==> config.mk <==
export PLATFORM = sky130hd
export DESIGN_NAME = shp3_front
export DESIGN_NICKNAME = d
export VERILOG_FILES = /design/src/rtl/sharpen_3x3_clamped_unit_assert.svh /design/src/rtl/shp3_pkg.sv /design/src/rtl/shp3_front.sv
export SDC_FILE = /design/constraint.sdc
export NUM_CORES = 1
export LEC_CHECK = 0
export ABC_AREA = 1
export BUFFER_PORTS_ARGS = -buffer_cell sky130_fd_sc_hd__buf_2
export CORE_UTILIZATION = 60
export DETAILED_ROUTE_END_ITERATION = 16
export PLACE_DENSITY = 0.91
export SLEW_MARGIN = 20
export SYNTH_ARGS = -nofsm -noshare
export SYNTH_HDL_FRONTEND = slang
export SYNTH_SLANG_ARGS = --single-unit
==> constraint.sdc <==
create_clock -name clk -period 8.7 [get_ports clk]
set_input_delay 1.305 -clock clk [delete_from_list [all_inputs] [get_ports clk]]
set_output_delay 1.305 -clock clk [all_outputs]
set_load 0.05 [all_outputs]
==> src/rtl/sharpen_3x3_clamped_unit_assert.svh <==
// Assertion macros shared by the sharpening filter modules.
// Each macro expects signals named clk and rst_n in the module that uses it.
`ifndef SHARPEN_3X3_CLAMPED_UNIT_ASSERT_SVH
`define SHARPEN_3X3_CLAMPED_UNIT_ASSERT_SVH

// A condition that must hold at every clock edge outside reset.
`define SHP3_ASSERT_ALWAYS(name, cond, msg) \
    name: assert property (@(posedge clk) disable iff (!rst_n) (cond)) \
        else $error(msg);

// A condition that must hold in the same cycle as its trigger.
`define SHP3_ASSERT_IMPLIES(name, ante, cons, msg) \
    name: assert property (@(posedge clk) disable iff (!rst_n) (ante) |-> (cons)) \
        else $error(msg);

// A condition that must hold in the cycle after its trigger.
`define SHP3_ASSERT_NEXT(name, ante, cons, msg) \
    name: assert property (@(posedge clk) disable iff (!rst_n) (ante) |=> (cons)) \
        else $error(msg);

`endif

==> src/rtl/shp3_pkg.sv <==
// Shared types and constants for the 3x3 sharpening filter.
// No dependencies; every other RTL module except shp3_queue imports this package.
package shp3_pkg;

    // Pixel and configuration widths.
    localparam int PIX_W      = 8;
    localparam int CFG_W      = 12;
    localparam int APB_DATA_W = 32;
    localparam int CFG_ADDR_W = 3;
    localparam int DIM_MIN    = 3;

    // Default frame limits handed to the top level parameters.
    localparam int MAX_WIDTH_DEF  = 2048;
    localparam int MAX_HEIGHT_DEF = 2048;

    // Register reset values.
    localparam logic [CFG_W-1:0] FRAME_WIDTH_RST  = 12'd640;
    localparam logic [CFG_W-1:0] FRAME_HEIGHT_RST = 12'd480;

    // Register indexes, taken from the word address.
    localparam logic REG_FRAME_WIDTH  = 1'b0;
    localparam logic REG_FRAME_HEIGHT = 1'b1;

    // Input item commands.
    localparam logic CMD_PIXEL = 1'b0;
    localparam logic CMD_DRAIN = 1'b1;

    // Queue depths between the front end, the back end and the output.
    localparam int MID_DEPTH = 4;
    localparam int OUT_DEPTH = 4;

    // One classified item passed from the front end to the back end.
    typedef struct packed {
        logic             drain;
        logic [PIX_W-1:0] pixel;
        logic             emit;
        logic             border;
        logic             last;
    } job_t;

    // One result waiting for the consumer.
    typedef struct packed {
        logic [PIX_W-1:0] pixel;
        logic             last;
    } result_t;

endpackage

==> src/rtl/shp3_front.sv <==
// Front end of the sharpening filter: accepts items, tracks the raster position
// and classifies each item for the back end. Depends on shp3_pkg.
module shp3_front #(
    parameter int MAX_WIDTH  = 2048,
    parameter int MAX_HEIGHT = 2048
) (
    input  logic                          clk,
    input  logic                          rst_n,
    input  logic [shp3_pkg::CFG_W-1:0]    frame_width,
    input  logic [shp3_pkg::CFG_W-1:0]    frame_height,
    input  logic                          push,
    input  logic                          cmd,
    input  logic [shp3_pkg::PIX_W-1:0]    pixel_in,
    input  logic                          q_full,
    output logic                          q_push,
    output logic [$clog2(MAX_WIDTH)-1:0]  q_addr,
    output shp3_pkg::job_t                q_job
);

    import shp3_pkg::*;

    localparam int CW = $clog2(MAX_WIDTH);
    localparam int WW = $clog2(MAX_WIDTH + 1);
    localparam int RW = $clog2(MAX_HEIGHT + 1);
    localparam int PW = $clog2(MAX_WIDTH + 2);
    localparam int EW = (CFG_W > WW) ? CFG_W : WW;
    localparam int EH = (CFG_W > RW) ? CFG_W : RW;

    logic [CW-1:0] col_reg, col_next;
    logic [RW-1:0] row_reg, row_next;
    logic [PW-1:0] pend_reg, pend_next;
    logic          drain_reg, drain_next;

    logic [EW-1:0] fw_ext, w_ext;
    logic [EH-1:0] fh_ext, h_ext;
    logic [WW-1:0] w;
    logic [RW-1:0] h;
    logic [CW-1:0] col_eff;
    logic [CW-1:0] col_inc;
    logic [RW-1:0] row_inc;
    logic          col_last;
    logic          emit_px;
    logic          interior;
    logic          accept;

    // Frame size in use, saturated to the supported range.
    always_comb
    begin
        fw_ext = EW'(frame_width);
        fh_ext = EH'(frame_height);
        if (fw_ext < EW'(DIM_MIN))
        begin
            w_ext = EW'(DIM_MIN);
        end
        else if (fw_ext > EW'(MAX_WIDTH))
        begin
            w_ext = EW'(MAX_WIDTH);
        end
        else
        begin
            w_ext = fw_ext;
        end
        if (fh_ext < EH'(DIM_MIN))
        begin
            h_ext = EH'(DIM_MIN);
        end
        else if (fh_ext > EH'(MAX_HEIGHT))
        begin
            h_ext = EH'(MAX_HEIGHT);
        end
        else
        begin
            h_ext = fh_ext;
        end
        w = w_ext[WW-1:0];
        h = h_ext[RW-1:0];
    end

    // A column beyond the current width counts as the last column.
    assign col_eff  = (WW'(col_reg) >= w) ? CW'(w - WW'(1)) : col_reg;
    assign col_last = (WW'(col_eff) == w - WW'(1));
    assign col_inc  = col_last ? '0 : col_eff + CW'(1);
    assign row_inc  = row_reg + RW'(1);
    assign emit_px  = (pend_reg >= PW'(w) + PW'(1));

    // The centre pixel of the window is interior when it is at least two
    // columns in and its row lies strictly inside the frame.
    assign interior = (col_eff >= CW'(2)) && (row_reg >= RW'(2))
                      && (row_reg <= h - RW'(1));

    assign accept = push && !q_full;
    assign q_addr = col_eff;

    // Classification and raster bookkeeping for each accepted transaction.
    always_comb
    begin
        col_next     = col_reg;
        row_next     = row_reg;
        pend_next    = pend_reg;
        drain_next   = drain_reg;
        q_push       = 1'b0;
        q_job.drain  = 1'b0;
        q_job.pixel  = pixel_in;
        q_job.emit   = 1'b0;
        q_job.border = 1'b1;
        q_job.last   = 1'b0;
        if (accept)
        begin
            case (cmd)
                CMD_PIXEL:
                begin
                    if (!drain_reg)
                    begin
                        q_push       = 1'b1;
                        q_job.emit   = emit_px;
                        q_job.border = !interior;
                        if (!emit_px)
                        begin
                            pend_next = pend_reg + PW'(1);
                        end
                        col_next = col_inc;
                        if (col_last)
                        begin
                            row_next = row_inc;
                            if (row_inc >= h)
                            begin
                                drain_next = 1'b1;
                            end
                        end
                    end
                end
                CMD_DRAIN:
                begin
                    if (drain_reg && (pend_reg != '0))
                    begin
                        q_push      = 1'b1;
                        q_job.drain = 1'b1;
                        q_job.emit  = 1'b1;
                        q_job.last  = (pend_reg == PW'(1));
                        pend_next   = pend_reg - PW'(1);
                        col_next    = col_inc;
                        if (pend_reg == PW'(1))
                        begin
                            drain_next = 1'b0;
                            row_next   = '0;
                            col_next   = '0;
                        end
                    end
                end
                default:
                begin
                end
            endcase
        end
    end

    always_ff @(posedge clk or negedge rst_n)
    begin
        if (!rst_n)
        begin
            col_reg   <= '0;
            row_reg   <= '0;
            pend_reg  <= '0;
            drain_reg <= 1'b0;
        end
        else
        begin
            col_reg   <= col_next;
            row_reg   <= row_next;
            pend_reg  <= pend_next;
            drain_reg <= drain_next;
        end
    end

endmodule

==> results.toml <==
[outcome]
run_status = "finished clean"

[grt]
busiest_layer = "met2"
global_routing_usage_on_met3_pct = 4.40
initial_antenna_violation_count = 0
first_global_vias = 4751
met2_routing_resource_usage_after_global_routing_pct = 54.2
groute.layer.met1.usage_pct = 35.9
groute.usage.overall_pct = 30.7
global_route.overflow_total = 0
grt_pass1_wl_um = 20700
grt_start_max_net_pins = 37

[routing]
avgRoutedWirePerCell_um = 14.5
detail_route.wirelength_um = 12200
drtAntennaViolNets = 0
routed-via-count = 4911
initialDrtViolationCount = 330
detail_route.vias_per_cell = 5.85
drt_pass1_iterations = 5
total_drc_errors_in_the_routed_layout = 0

[critical_path]
worst_path_dominant_cell_family = "simple AND/OR/NAND/NOR gates"
setup.worst_path.start_class = "primary input"
required_ns = 7.39
critical_path.endpoint_type = "primary output"
rr_worst_depth = 17
critPathKind = "in -> out"
path_buf_inv = 3
startpoint = "frame_width[5]"
register_to_register_path_setup_slack_ns = 5.43
worstReg2RegStart = "col_reg[10]"
worst_ep_arrival_time_ns = 4.99
crit_top_cell = "nand2_1"
worstPathCellList = "buf_2 -> nor2_1 -> nand2_1 -> nor2_1 -> nand2_1 -> nand2_2 -> nand2_1 -> ha_1 -> nand2_1 -> nor2_1 -> and2_1 -> nand2_1 -> nand4_4 -> inv_2 -> o21bai_1 -> ha_1 -> nor4_1 -> nand3_1 -> o211ai_1 -> buf_2"
crit_path_max_fanout = 19
critical-path-max-stage-delay_ns = 0.35
critPathSlowestCell = "nor4_1"
worst_r2r_endpoint = "col_reg[8]"

[placement]
hpwl_um = 9840
place.gp.congestion = 0.971
postPlaceCellArea_um2 = 4850
place.port_buffers = 44
pre_cts_worst_setup_slack_ns = 2.47

[timing]
timing_max_transition_violations_final = 0
peak_freq_mhz = 159
timing.final.crit_share_pct = 72.3
layout_setup_ws_ns = 2.41
timing_worst_slew_pin_value_ns = 0.849
rsz_0062_raised_after_global_routing = "no"
final-setup-viol-count = 0
number_of_endpoints_with_negative_hold_slack_in_the_final_report = 0
setup-tns-final_ns = 0
min_period_ns = 6.29
holdWs_ns = 0.565
timing.clock.skew_ns = 0.00626
timing.slew.headroom_pct = 43.4

[clock_network]
cts.repair_timing.setup_buffer_count = 0
clock_path_buffers = 2
cts_hold_repair.buffers = 0
cts_root_buffer = "clkbuf_8"
cts_sinks = 36
clock_tree.htree_level_count = 2
cts.reportedPaths.clkPinSlew_ns = 0.07
cts_made_buffers = 5
cts.repair.resized = 0
cts_tree = "done"
skew_pair_late_insertion_delay_ns = 0.30

[cells_and_area]
num_antenna_cells = 0
layout-drive-gt1-share_pct = 9.85
multi_input_comb_area_um2 = 3220
filler_cell_count = 671
layout.area.seq_um2 = 901
design_area_um2 = 4970
area_growth_pct = 7.41
number_of_nets_in_the_layout = 834

[yosys]
synth_sequential_area_ratio_pct = 19.5
async_set_or_reset_register_ratio_after_synthesis_pct = 100
synth_top_area_share_pct = 19.5
yosysUniqueCellTypes = 37
post_synth_main_area_contributors = "dfrtp_1 (19%), ha_1 (15%), nand2_1 (14%)"
dominantRegCellSynth = "dfrtp_1"
synth_enable_flop_cells = 0
synth_top_cell_by_area = "dfrtp_1"
ys_seq_elements = 36
post-synth-top-count-cell = "nand2_1"
synth.cell_area_um2 = 4630
synth_warnings = 0
mapped_avg_cell_area_um2 = 6.55
postSynthCellCount = 706
cell_types_with_the_highest_counts_after_synthesis = "nand2_1 (167), inv_1 (97), nor2_1 (73), ha_1 (57), nand3_1 (56)"
synth_nets = 800

[floorplan]
placementRows = 31
die_w_um = 89.8
core_region_area_um2 = 7370
initial_standard_cell_utilization_of_the_core_pct = 62.8
design.portCount = 61
dieArea_um2 = 8070
die_h_um = 89.8

[pwr]
power-per-cell-area_nw_per_um2 = 239
vdd_ir_drop_max_v = 0.000324
report.power.total_uw = 1190
power.static_leakage_uw = 0.00269

[worst_hold_path]
min_path_cells = 2
hold_path.class = "reg -> reg"
timing.hold.worst_endpoint = "row_reg[8]"
timing.hold.worst.start = "row_reg[8]"

[job]
drv.max_cap_violation_count = 0
==> where the power goes <==
part	internal, µW	leakage, µW	switching, µW	total (µW)
registers	216	0.000452	68.5	284
logic	232	0.00219	525	756
clock network	85.1	0.0000552	63.8	149
total	532	0.00269	657	1190
==> final cells by class <==
cell class,count,area share [%]
Clock buffer,6,1.46
Clock inverter,2,0.705
Inverter,101,7.63
Multi-Input combinational cell,550,64.9
Sequential cell,36,18.1
Tap cell,99,2.49
Timing Repair Buffer,46,4.73
==> cell usage in the layout, fill, tap and decap left out, types with 25 or more instances in the layout <==
cell and instances:
nor2_1 73, ha_1 57, nand2_1 167, nand3_1 56
buf_2 44, a21oi_1 25, o21ai_0 26, xor2_1 35
dfrtp_1 36, inv_1 97, nand4_1 25
==> layer usage <==
layer	routed length [µm]	vias up
met1	5150	2299
met5	0	-
met3	685	38
met4	391	0
met2	5980	179
li1	-	2395
==> worst reg2reg max path, delay by kind of cell (launching register included) <==
family                   cells  cell delay (ns)
flip-flops                   1             0.44
buffers and inverters        3             0.50
AND/OR/NAND/NOR             11             1.57
adder cells (fa/ha/maj)      2             0.50
AO/OA/AOI/OAI                1             0.15
==> kinds of logic after synthesis <==
family / after synthesis / share of synthesized area, %
compound gates: 91 / 12.0
xor+xnor: 41 / 7.76
fa+ha+maj: 57 / 15.4
buf+inv: 120 / 11.0
flops: 36 / 19.5
other cells: 1 / 0.0810
simple gates: 360 / 34.3
==> worst max path at each step <==
stage | slack [ns] | cells after the start | endpoint
after floorplan | 2.71 | 20 | q_job[1]
after global placement | 2.60 | 20 | q_job[1]
after detailed placement | 2.47 | 20 | q_job[1]
after CTS | 2.46 | 20 | q_job[1]
after global routing | 2.11 | 20 | q_job[1]
final | 2.41 | 20 | q_job[1]
==> per-stage QoR <==
step	cells	util, %
floorplan	706	-
global placement	832	65.9
detailed placement	832	65.9
CTS	840	67.3
global route	840	67.4
finish	840	67.4
Power figures use the tool's default switching activity.
