File: config.mk
export PLATFORM = sky130hd
export DESIGN_NAME = shp3_queue
export DESIGN_NICKNAME = d
export VERILOG_FILES = /design/src/rtl/shp3_queue.sv
export VERILOG_INCLUDE_DIRS = /design/src /design/src/rtl
export SDC_FILE = /design/constraint.sdc
export NUM_CORES = 1
export LEC_CHECK = 0
export BUFFER_PORTS_ARGS = -buffer_cell sky130_fd_sc_hd__buf_2
export CELL_PAD_IN_SITES_DETAIL_PLACEMENT = 2
export CELL_PAD_IN_SITES_GLOBAL_PLACEMENT = 2
export CORE_MARGIN = 2
export CORE_UTILIZATION = 37
export DETAILED_ROUTE_END_ITERATION = 16
export PLACE_DENSITY_LB_ADDON = 0.1
export SKIP_LAST_GASP = 1
export SLEW_MARGIN = 5
export SYNTH_ARGS = -nofsm -noshare
export SYNTH_HDL_FRONTEND = slang
export SYNTH_SLANG_ARGS = --single-unit
File: constraint.sdc
create_clock -name clk -period 2.1 [get_ports clk]
set_input_delay 0.315 -clock clk [delete_from_list [all_inputs] [get_ports clk]]
set_output_delay 0.315 -clock clk [all_outputs]
set_load 0.005 [all_outputs]
File: src/rtl/sharpen_3x3_clamped_unit_assert.svh
// Assertion macros shared by the sharpening filter modules.
// Each macro expects signals named clk and rst_n in the module that uses it.
`ifndef SHARPEN_3X3_CLAMPED_UNIT_ASSERT_SVH
`define SHARPEN_3X3_CLAMPED_UNIT_ASSERT_SVH

// A condition that must hold at every clock edge outside reset.
`define SHP3_ASSERT_ALWAYS(name, cond, msg) \
    name: assert property (@(posedge clk) disable iff (!rst_n) (cond)) \
        else $error(msg);

// A condition that must hold in the same cycle as its trigger.
`define SHP3_ASSERT_IMPLIES(name, ante, cons, msg) \
    name: assert property (@(posedge clk) disable iff (!rst_n) (ante) |-> (cons)) \
        else $error(msg);

// A condition that must hold in the cycle after its trigger.
`define SHP3_ASSERT_NEXT(name, ante, cons, msg) \
    name: assert property (@(posedge clk) disable iff (!rst_n) (ante) |=> (cons)) \
        else $error(msg);

`endif

File: src/rtl/shp3_queue.sv
// Small register-based FIFO used between the filter stages and at the output.
// Standalone; uses the assertion macro header only.
`include "sharpen_3x3_clamped_unit_assert.svh"

module shp3_queue #(
    parameter int WIDTH = 1,
    parameter int DEPTH = 4
) (
    input  logic             clk,
    input  logic             rst_n,
    input  logic             push,
    input  logic [WIDTH-1:0] wdata,
    output logic             full,
    input  logic             pop,
    output logic [WIDTH-1:0] rdata,
    output logic             empty
);

    localparam int PTR_W = (DEPTH > 1) ? $clog2(DEPTH) : 1;
    localparam int CNT_W = $clog2(DEPTH + 1);

    logic [WIDTH-1:0] store_reg [DEPTH];
    logic [PTR_W-1:0] wr_ptr_reg, wr_ptr_next;
    logic [PTR_W-1:0] rd_ptr_reg, rd_ptr_next;
    logic [CNT_W-1:0] count_reg, count_next;
    logic             do_push;
    logic             do_pop;

    // Status flags come straight from the occupancy count.
    assign full    = (count_reg == CNT_W'(DEPTH));
    assign empty   = (count_reg == '0);
    assign rdata   = store_reg[rd_ptr_reg];
    assign do_push = push && !full;
    assign do_pop  = pop && !empty;

    // Pointer and count updates.
    always_comb
    begin
        wr_ptr_next = wr_ptr_reg;
        rd_ptr_next = rd_ptr_reg;
        count_next  = count_reg;
        if (do_push)
        begin
            wr_ptr_next = (wr_ptr_reg == PTR_W'(DEPTH - 1)) ? '0 : wr_ptr_reg + PTR_W'(1);
        end
        if (do_pop)
        begin
            rd_ptr_next = (rd_ptr_reg == PTR_W'(DEPTH - 1)) ? '0 : rd_ptr_reg + PTR_W'(1);
        end
        if (do_push && !do_pop)
        begin
            count_next = count_reg + CNT_W'(1);
        end
        else if (do_pop && !do_push)
        begin
            count_next = count_reg - CNT_W'(1);
        end
    end

    always_ff @(posedge clk or negedge rst_n)
    begin
        if (!rst_n)
        begin
            wr_ptr_reg <= '0;
            rd_ptr_reg <= '0;
            count_reg  <= '0;
        end
        else
        begin
            wr_ptr_reg <= wr_ptr_next;
            rd_ptr_reg <= rd_ptr_next;
            count_reg  <= count_next;
        end
    end

    // Payload storage needs no reset.
    always_ff @(posedge clk)
    begin
        if (do_push)
        begin
            store_reg[wr_ptr_reg] <= wdata;
        end
    end

    `SHP3_ASSERT_IMPLIES(a_queue_no_overflow, push, !full, "push into a full queue")
    `SHP3_ASSERT_ALWAYS(a_queue_count_bound, count_reg <= CNT_W'(DEPTH), "queue count overrun")
    `SHP3_ASSERT_NEXT(a_queue_push_fills, do_push && !do_pop, !empty, "queue lost a pushed entry")

endmodule

==> results of run 1 <==
==> critical path: cells and delay by family (launching register included) <==
family	cells	cell delay, ns
and+or+nand+nor	3	0.52
DFF	1	0.42
xor gates and xnor gates	2	0.35
adders and majority gates	2	0.61
buffers and inverters	1	0.05
==> cell type report <==
cell class / count / share of cell area [%]
Multi-Input combinational cell: 27 / 40.4
Sequential cell: 11 / 39.9
Timing Repair Buffer: 14 / 12.1
Clock buffer: 4 / 3.52
Tap cell: 16 / 2.68
Inverter: 3 / 1.51
==> power by group through the flow <==
stage	clock, W	sequential (W)	combinational (W)
3_5_place_dp	0	0.000411	0.000407
5_1_grt	0.000171	0.000419	0.000581
4_1_cts	0.000161	0.000415	0.000437
6_report	0.000154	0.000404	0.000513
2_1_floorplan	0	0.000389	0.000319
3_3_place_gp	0	0.000400	0.000367
==> layer usage <==
metal  vias to the layer above  GRT usage [%]  share of wire, %
met5                         -              0                 0
met4                         0           9.09               1.8
met3                         2           3.67               3.1
met2                         8           21.8                54
met1                       181           18.0                41
li1                        173              -                 -
==> cell families after synthesis <==
group / synth area share, %
AND/OR/NAND/NOR: 12.3
multiplexers: 14.4
buffers and inverters: 3.76
flip-flops: 49.3
adder cells (fa/ha/maj): 15.9
XOR/XNOR: 4.38
==> Yosys cell counts (all sizes together) <==
cell type  n  share of area (%)
edfxtp     4                 20
xnor2      1                1.5
fa         1                3.3
nand2b     1                1.5
mux4       1                3.8
nor3b      1                2.1
buf        1                1.9
nor2b      1                1.0
nor2       3                1.9
and2       4                5.0
mux2       5                 11
inv        3                1.9
ha         6                 13
nor3       1               0.83
dfrtp      7                 29
xor2       2                2.9
==> what timing repair did <==
| item | in CTS | in global routing |
|---|---|---|
| hold buffers | 1 | 0 |
| endpoints found under the setup margin | 2 | 1 |
| resized for setup | 5 | 2 |
| buffers inserted | 0 | 6 |
| pin swaps | 0 | 2 |
| endpoints found under the hold margin | 7 | 0 |
==> path summary, 6_finish.rpt <==
kind | end | slack, ns
max reg2reg | count_reg[2] | 0.08
max in group asynchronous | count_reg[1] | 1.53
min | store_reg[3] | 0.25
min in group asynchronous | rd_ptr_reg[1] | 0.39
min reg2reg | count_reg[2] | 0.53
max | count_reg[2] | 0.08
==> through the flow <==
stage	hold WS (ns)	util [%]	instance area, um2	worst slack [ns]
floorplan	0.0194	-	599	0.187
global placement	0.157	42.7	643	-0.0246
detailed placement	0.171	42.7	643	-0.166
CTS	0.241	46.3	698	0.0161
global route	0.256	49.6	747	-0.00253
finish	0.251	49.6	747	0.0786
==> impl_metrics.toml, run 1 <==
[outcome]
status = "complete, no violations"

[power_and_ir_drop]
p_sw_w = 0.000372
sw_frac_of_total_pct = 34.7
p_per_area_nw_per_um2 = 1430
p_leak_nw = 0.346
seq_power_share_pct = 37.7
peakVddDrop_v = 0.000541
power_w = 0.00107
p_clk_share_pct = 14.4
power_frac_comb_pct = 47.9
p_int_w = 0.000699

[synth]
ys_warn_count = 0
avgSynthCellArea_um2 = 14.3
syn_inst = 42
ys_seq_area_share_pct = 49.3
synth_fp_nets = 54
synth.distinct_cells = 17
ys_ff_latch = 11
synthesis.area_um2 = 599

[floorplan]
die_w_um = 44.2
die_h_um = 44.2
row_count = 14
num_io_pins = 8
coreArea_um2 = 1510
die_area_um2 = 1960
initial_utilization_pct = 39.8

[cts]
clockBufferDepth = 2
cts_made_buffers = 3
htreeDepth = 1
root_buffer = "clkbuf_4"
clock_latency_ns = 0.28
cts_sinks = 11
cts_tree = "built"
path_clk_slew_ns = 0.08

[sta]
fin_crit_sh_pct = 96.3
setup-violations-final = 0
hold_violations = 0
clock_skew_ns = 0.00526
tns_ns = 0
fmax_mhz = 495
slew_headroom_pct = 81.7
drv_slew = 0
worst-slew-pin-transition_ns = 0.273
finalCriticalPeriod_ns = 2.02

[grt]
grt_max_degree = 8
antenna_found_initial = 0
first_global_vias = 381
grt-ovfl-total = 0
grt_pass1_wl_mm = 1.87
track_usage_pct = 14.3

[job]
drv_cap = 0

[critical_path]
crit_arrival_ns = 2.22
crit_path_frequent_cell = "xor2_1"
max_stage_delay_ns = 0.42
worst_path_max_delay_cell = "dfrtp_1"
path_class = "flop to flop"
crit_chain = "nor3b_2 > nor2b_4 > ha_2 > inv_1 > fa_1 > xor2_1 > nor2_1 > xor2_1"
ff2ff_path_depth = 8
cp-end-kind = "flop"
crit_required_ns = 2.30
cp_max_fo = 4
start_kind = "flop"
r2r-start = "count_reg[2]"
cp-startpoint = "count_reg[2]"

[detailed_routing]
first_pass_iters = 2
wl_mm = 1.15
drc = 0
drt_iter0_drc = 5
ant_nets = 0
vias = 364
viasPerCell = 4.85
avgRoutedWirePerCell_um = 15.3

[hold_path]
holdCritPathClass = "primary input to flop"
min_from = "wdata"
worstHoldPathCells = 1

[layout]
final_cells = 75
area_growth_pct = 24.6
n_fill_cell = 150
n_antenna_cell = 0
largest_register_ffs = 4
multi_input_area_um2 = 302
final_common_cell = "buf_2"
nets = 72
register_area_um2 = 298
drive_gt1_share_pct = 55.9
final_cell_mix = "buf_2 (7), buf_4 (6), ha_1 (5), dfrtp_1 (5)"

[placement]
dp_cells = 64
place.gp.congestion = 0.724
post-dp-hpwl_um = 812
port_buffers = 7
Note: power is estimated with default switching activity, not from simulation.
==> run 2, diff against run 1 <==
REMOVE_ABC_BUFFERS = 1   (was default)
TNS_END_PERCENT = 20   (was default)
==> run 2 against run 1 <==
Compared with the run above: wire length decreased by 3.3%; critical path depth stayed put; non-clock buffer count is 3 lower; largest power group unchanged.
==> impl_metrics.toml, run 2 (synthesis gave the netlist of run 1 again) <==
[outcome]
status = "complete, no violations"

[placement]
place.gp.congestion = 0.743
post-dp-hpwl_um = 810
placed_area_um2 = 651
post-place-ws_ns = 0.0702
port_buffers = 7

[floorplan]
row_count = 14
coreArea_um2 = 1510
die_w_um = 44.2
initial_utilization_pct = 39.8
die_area_um2 = 1960
num_io_pins = 8
die_h_um = 44.2

[critical_path]
reg2reg_to = "count_reg[2]"
path_class = "flop to flop"
critical-path-top-delay-family = "adder cells"
crit_arrival_ns = 2.15
worst_path_max_delay_cell = "dfrtp_1"
crit_required_ns = 2.30
worst-path-buf-inv = 1
r2r_slack_ns = 0.15
crit_chain = "nor3_2 > nand2b_2 > ha_1 > inv_1 > fa_1 > xor2_1 > nor2_1 > xor2_1"
cp-end-kind = "flop"
ff2ff_path_depth = 8
start_kind = "flop"
crit_path_frequent_cell = "xor2_1"
r2r-start = "count_reg[1]"
max_stage_delay_ns = 0.45
cp_max_fo = 4

[grt]
grt-ovfl-total = 0
grt_max_degree = 8
first_global_vias = 381
antenna_found_initial = 0
track_usage_pct = 14.1
grt_pass1_wl_mm = 1.78

[sta]
worst_slack_ns = 0.152
finalCriticalPeriod_ns = 1.95
slew_headroom_pct = 86.0
setup-violations-final = 0
hold_violations = 0
hold_slack_ns = 0.268
tns_ns = 0
fin_crit_sh_pct = 92.8
worst-slew-pin-transition_ns = 0.210
drv_slew = 0
clock_skew_ns = 0.00121
fmax_mhz = 513
rsz0062_at_grt = "false"

[power_and_ir_drop]
peakVddDrop_v = 0.000694
seq_power_share_pct = 40.7
p_sw_w = 0.000345
p_clk_share_pct = 14.6
p_per_area_nw_per_um2 = 1420
sw_frac_of_total_pct = 34.3
p_int_w = 0.000661
power_frac_comb_pct = 44.7
p_leak_nw = 0.326

[cts]
htreeDepth = 1
root_buffer = "clkbuf_4"
cts_tree = "built"
clockBufferDepth = 2
clock_latency_ns = 0.27
cts_sinks = 11
cts_made_buffers = 3
path_clk_slew_ns = 0.07

[detailed_routing]
ant_nets = 0
drt_iter0_drc = 0
drc = 0
avgRoutedWirePerCell_um = 15.5
wl_mm = 1.11
vias = 359
first_pass_iters = 1
viasPerCell = 4.99

[layout]
n_fill_cell = 157
drive_gt1_share_pct = 48.2
n_antenna_cell = 0
post-route-cell-area_um2 = 708
nets = 69
largest_register_ffs = 4
final_common_cell = "buf_2"
final_cell_mix = "buf_2 (7), ha_1 (6), dfrtp_1 (6)"
area_growth_pct = 18.2

[hold_path]
min_to = "store_reg[3]"
min_from = "wdata"
worstHoldPathCells = 1
holdCritPathClass = "primary input to flop"

[job]
drv_cap = 0
[run 2: changes by cell type in the layout (fill, tap and decap cells not counted), sizes merged]
cell	before	now
buf	13	10
[run 2: routing by layer]
metal / routed length [um] / part of all wire (%) / track usage, %
met1: 494 / 44 / 15.7
met2: 557 / 50 / 22.1
met3: 27 / 2.4 / 4.90
met4: 33 / 3.0 / 10.9
met5: 0 / 0 / 0
[run 2: power by group through the flow]
stage                     combinational, W  clock [W]  sequential, W
after floorplan                   0.000309          0       0.000389
after global placement            0.000372          0       0.000400
after detailed placement          0.000415          0       0.000415
after CTS                         0.000425   0.000154       0.000411
after global routing              0.000515   0.000162       0.000426
final                             0.000449   0.000147       0.000410
[run 2: per-stage QoR]
stage | std cells | util (%) | power (W)
after floorplan | 41 | - | 0.000697
after global placement | 65 | 43.2 | 0.000772
after detailed placement | 65 | 43.2 | 0.000830
after CTS | 70 | 45.6 | 0.000990
after global routing | 72 | 47.0 | 0.00110
final | 72 | 47.0 | 0.00101
[run 2: layout make-up]
type / count / area [um2] / area share, %
repair buffers: 11 / 67.6 / 9.54
inverters: 3 / 11.3 / 1.59
multi-input cells: 27 / 287 / 40.5
clock buffers: 4 / 26.3 / 3.71
flip-flops and latches: 11 / 297 / 41.9
well taps: 16 / 20.0 / 2.83
[run 2: worst max-delay path by stage]
stage	from	end	slack [ns]	cells past startpoint
3_3_place_gp	count_reg[0]	count_reg[2]	0.18	8
6_report	count_reg[1]	count_reg[2]	0.15	8
5_1_grt	count_reg[1]	count_reg[2]	0.02	8
4_1_cts	count_reg[0]	count_reg[2]	0.04	8
2_1_floorplan	count_reg[2]	count_reg[2]	0.11	8
3_5_place_dp	count_reg[0]	count_reg[2]	0.07	8
[run 2: worst reg2reg max path: stages, from the launching register on]
cell	delay [ns]
dfrtp_1	0.45
nor3_2	0.19
nand2b_2	0.18
ha_1	0.20
inv_1	0.07
fa_1	0.38
xor2_1	0.16
nor2_1	0.11
xor2_1	0.14
[run 2: timing repair]
| action | CTS | global route |
|---|---|---|
| buffers inserted | 0 | 2 |
| setup endpoints to repair | 0 | 1 |
| hold endpoints to repair | 7 | 0 |
| resized for setup | 0 | 2 |
| hold buffers | 1 | 0 |
